### src/sv/lifo_stack_allocator_top_defines.svh
// assertion macros shared by the allocator rtl
`ifndef LIFO_STACK_ALLOCATOR_TOP_DEFINES_SVH
`define LIFO_STACK_ALLOCATOR_TOP_DEFINES_SVH

// same-cycle implication, sampled on clk, off while rst is high
`define LSA_ASSERT_NOW(label, ante, cons, msg) \
  label: assert property (@(posedge clk) disable iff (rst) (ante) |-> (cons)) \
    else $error(msg);

// next-cycle implication, sampled on clk, off while rst is high
`define LSA_ASSERT_NEXT(label, ante, cons, msg) \
  label: assert property (@(posedge clk) disable iff (rst) (ante) |=> (cons)) \
    else $error(msg);

`endif

### src/sv/lsa_pkg.sv
`default_nettype none
package lsa_pkg;

  localparam int MAX_RECORDS = 64;
  // alignment must be a power of two: rounding is an add and a mask
  localparam int ALIGN_BYTES = 4096;

  localparam int BYTES_W     = 40;
  localparam int OFFSET_W    = 41;
  localparam int BASE_W      = 47;
  localparam int ADDR_W      = 48;
  localparam int STATUS_W    = 3;
  localparam int COUNT_W     = $clog2(MAX_RECORDS + 1);
  localparam int CFG_INDEX_W = 1;
  localparam int CFG_DATA_W  = 47;

  localparam logic [OFFSET_W-1:0] ALIGN_MASK = OFFSET_W'(ALIGN_BYTES - 1);
  localparam logic [COUNT_W-1:0]  COUNT_FULL = COUNT_W'(MAX_RECORDS);

  typedef enum logic [STATUS_W-1:0] {
    ST_OK          = 3'd0,
    ST_NO_MEMORY   = 3'd1,
    ST_STACK_FULL  = 3'd2,
    ST_FREE_EMPTY  = 3'd3,
    ST_FREE_WRONG  = 3'd4
  } lsa_status_t;

  typedef enum logic {
    KIND_ALLOC = 1'b0,
    KIND_FREE  = 1'b1
  } lsa_kind_t;

  typedef enum logic [CFG_INDEX_W-1:0] {
    REG_BASE_ADDRESS = 1'b0,
    REG_CAPACITY     = 1'b1
  } lsa_reg_t;

  // shift command for the record chain
  typedef struct packed {
    logic push;
    logic pop;
  } lsa_shift_t;

endpackage
`default_nettype wire

### src/sv/lsa_cell.sv
`default_nettype none
module lsa_cell import lsa_pkg::*; (
  input  wire logic                clk,
  input  wire lsa_shift_t          shift,
  input  wire logic [OFFSET_W-1:0] from_newer,
  input  wire logic [OFFSET_W-1:0] from_older,
  output logic      [OFFSET_W-1:0] value
);

  // push moves records one place deeper, pop one place up
  always_ff @(posedge clk) begin
    if (shift.push) begin
      value <= from_newer;
    end else if (shift.pop) begin
      value <= from_older;
    end
  end

endmodule
`default_nettype wire

### src/sv/lsa_stack.sv
`default_nettype none
module lsa_stack import lsa_pkg::*; (
  input  wire logic                clk,
  input  wire lsa_shift_t          shift,
  input  wire logic [OFFSET_W-1:0] push_data,
  output logic      [OFFSET_W-1:0] top_data
);

  logic [OFFSET_W-1:0] cell_value [MAX_RECORDS];

  for (genvar i = 0; i < MAX_RECORDS; i++) begin : g_cell
    logic [OFFSET_W-1:0] newer;
    logic [OFFSET_W-1:0] older;

    if (i == 0) begin : g_head
      assign newer = push_data;
    end else begin : g_body
      assign newer = cell_value[i-1];
    end

    if (i == MAX_RECORDS - 1) begin : g_tail
      assign older = cell_value[i];
    end else begin : g_inner
      assign older = cell_value[i+1];
    end

    lsa_cell u_cell (
      .clk        (clk),
      .shift      (shift),
      .from_newer (newer),
      .from_older (older),
      .value      (cell_value[i])
    );
  end

  assign top_data = cell_value[0];

endmodule
`default_nettype wire

### config.mk
export PLATFORM = sky130hd
export DESIGN_NAME = lsa_stack
export DESIGN_NICKNAME = d
export VERILOG_FILES = /design/src/sv/lifo_stack_allocator_top_defines.svh /design/src/sv/lsa_pkg.sv /design/src/sv/lsa_cell.sv /design/src/sv/lsa_stack.sv
export SDC_FILE = /design/constraint.sdc
export NUM_CORES = 2
export LEC_CHECK = 0
export BUFFER_PORTS_ARGS = -buffer_cell sky130_fd_sc_hd__buf_2
export CAP_MARGIN = 20
export CORE_MARGIN = 1.5
export CORE_UTILIZATION = 56
export CTS_CLUSTER_DIAMETER = 200
export DETAILED_ROUTE_END_ITERATION = 10
export GPL_TIMING_DRIVEN = 0
export PLACE_DENSITY_LB_ADDON = 0.15
export RECOVER_POWER = 100
export SYNTH_ARGS = -nofsm -noshare
export SYNTH_HDL_FRONTEND = slang
export SYNTH_SLANG_ARGS = --single-unit
### constraint.sdc
create_clock -name clk -period 54.3 [get_ports clk]
set_input_delay 8.145 -clock clk [delete_from_list [all_inputs] [get_ports clk]]
set_output_delay 8.145 -clock clk [all_outputs]
set_load 0.005 [all_outputs]
==> results.md <==
- Period minus WS final: 28.21 ns
- DR WL/cell: 19.1 um
- Core ar.: 0.196 sq mm
- Async set or reset register ratio after synthesis: 0
- Post-CTS setup buffer count: 0
- Req. time, crit path: roughly 55 ns
- Worst-path maximum fanout: 63
- Initial DRC count: 2827
- TritonCTS Sinks: approximately 2600
- Fillers: 13976
- Pwr Density: 42.5 mW/mm^2
- Setup CP Type: in2reg
- Placed insts: 8246
- Fin nets: just under 6000
- Startpoint Class: input pin
- DP Area: between 0.1 and 0.15 sq mm
- Hold WC Path Type: reg2reg
- Total GRT Usage: 0.171
- Register bit total from synthesis: 2624
- Status: complete, but fails checks
- Post-Syn Area: 0.111 sq mm
- Reg2reg path depth: 1
- Slew Limit Headroom: -1.53
- WHS Endpoint: g_cell[63].u_cell.value[34]
- # DRC: 0
- Final std cells w/o fill: just under 9000
- RR Startpoint: g_cell[0].u_cell.value[40]
- R2r setup slk: 53.17 ns
- Post-synthesis sequential area ratio: 0.713
- Synth cell types: 5
- Leakage: 41.9 nW
- Max Root-Sink Buffers: 4
- Post-route ant nets: 0
- Fraction of layout cells with a size suffix above 1: 0.492
- Synth top area cells: edfxtp_1 71%, mux2_2 26%, buf_6 2.0%
- Placer Congestion: 0.688
- Syn_nets: approximately 5500
- Total Power: 5.16 mW
- Worst path arrival time: 28.64 ns
- First-pass GRT wire length: 282 mm
- Worst Clk Skew: 0.0321 ns
- Initial Util: 0.565
- Max reg flops: 2624
- Synth Flop Type: edfxtp_1
- Clock buffer count from CTS: 286
- Maximum VDD drop: 31.0 uV
- Slew Viols, Final: 2713
- CP dominant cell by count: clkbuf_1
- Most common cell in the netlist: edfxtp_1
- GR Overflow Total: 0
- Total Die Area: 0.200 sq mm
- # rows: between 150 and 200
- Routed wire length: 167 mm
- Yosys Warn Count: 0
- H-tree depth: 5
- Synth top cells by count: 2624 x edfxtp_1, 2583 x mux2_2, 196 x buf_6
- Largest net degree at the start of global routing: 76
- MaxCap Viol Count: 45
- Die height: 447 um
- Via Count: 48491
- Die X: 447 um
- Fmax: 35.5 MHz
- Reg-to-reg endpoint: g_cell[1].u_cell.value[40]
- CTS clk-pin slew, worst paths: 0.06 ns
- Vias per cell: 5.56
- Hold_buf cts: 0
- Pre-antenna DRT Iters: 5
- Vias in the first global route: between 50000 and 60000
- Kind of end point of the critical path: register
- Failing checks: max-capacitance violations, max-slew violations
- Antenna violations before repair: 2
- Worst hold start: g_cell[62].u_cell.value[34]
- Post-synth EDFFs: about 2600
- Detail Placement HPWL: 114 mm
- Synthesized instance count: between 5000 and 6000
- Period utilisation layout: 0.519
- Delay of the slowest critical-path stage: ~2.5 ns
- Post-cts sizing count: 0
- Worst-Margin Slew: 3.79 ns
- Leading area contributor after synthesis: edfxtp_1
- Cell Chain, Critical Path: clkbuf_1, clkbuf_1, clkbuf_1, clkbuf_1, clkbuf_1, or2_0, clkbuf_1, clkbuf_1, clkbuf_1, clkbuf_1, clkbuf_1, clkbuf_1, clkbuf_1
- Finished Cell Area: 0.121 sq mm
- Worst skew pair latency: 0.91 ns
- CTS tree: built
- RSZ-0062 raised after global routing: no
- Worst path slowest cell: clkbuf_1
- Final-report setup violation count: 0
- Largest registers: g_cell.u_cell.value x2624
- Mean Syn Cell Area: between 20 and 25 sq um
- Final hold viol count: 0
- Input/output buffers: 84
- I/O Pins: 85
- Root buf cell: clkbuf_16
- Setup tns final: 0 ns
- Top cell type's share of synthesized area: 0.713
- Layout area overhead: 9.70%
- Most flops, register: g_cell.u_cell.value
- Hold Path Depth: 0
- Hold Slack: around 0.44 ns
==> layer usage <==
metal	up-vias	track usage	wire (um)	part of all wire
li1	22676	-	-	-
met1	25090	0.243	77100	0.46
met2	466	0.274	81400	0.49
met3	259	0.0322	5190	0.031
met4	0	0.0431	3070	0.018
met5	-	0	0	0
==> final cells by class <==
cell class	instances	area, sq um	share of cell area
flip-flops and latches	2624	78800	0.650
diodes	3	7.51	0.0000619
plain buffers	287	1080	0.00888
clock inverters	119	847	0.00698
well taps	2624	3280	0.0271
multi-input cells	2584	29100	0.240
repair buffers	127	564	0.00465
clock buffers	354	7600	0.0627
==> critical path, delay by kind of cell <==
kind          cells  cell delay [ns]
buf+inv          12            18.95
simple gates      1             1.21
==> logic make-up (layout without fill, tap and decap cells) <==
group | after synthesis | after routing | share of synthesized area
AND/OR/NAND/NOR | 1 | 1 | 0.0000566
multiplexers | 2583 | 2583 | 0.263
flip-flops | 2624 | 2624 | 0.713
buffers and inverters | 287 | 887 | 0.0241
other | 0 | 3 | 0
==> through the flow <==
stage | setup WS, ns | utilization
after floorplan | 13.24 | -
after global placement | -0.115 | 0.584
after detailed placement | 41.13 | 0.590
after CTS | 42.13 | 0.633
after global routing | 23.91 | 0.620
final | 26.09 | 0.620
==> worst max-delay path by stage <==
stage,start,end,slack (ns),depth (start not counted)
floorplan,shift[1],g_cell[0].u_cell.value[0],13.24,5
global placement,shift[1],g_cell[0].u_cell.value[26],-0.11,6
detailed placement,shift[1],g_cell[0].u_cell.value[26],41.13,13
CTS,shift[1],g_cell[7].u_cell.value[25],42.13,13
global route,shift[1],g_cell[5].u_cell.value[26],23.91,13
finish,shift[1],g_cell[0].u_cell.value[26],26.09,13
==> where the power goes <==
part | internal (mW) | leakage, nW | total (mW) | switching, mW
sequential | 2.72 | 26.8 | 2.90 | 0.181
combinational | 0.307 | 10.9 | 0.479 | 0.172
clock | 1.05 | 4.14 | 1.78 | 0.733
==> cells in the final DEF, fill, tap and decap left out <==
cell type,instances
buf_2,70
mux2_1,3
clkinv_1,67
edfxtp_1,2624
inv_6,2
clkinv_2,36
or2_0,1
bufinv_16,13
diode_2,3
clkinvlp_4,1
mux2_2,2580
clkbuf_1,403
clkbuf_16,295
Note: power is estimated with default switching activity, not from simulation.
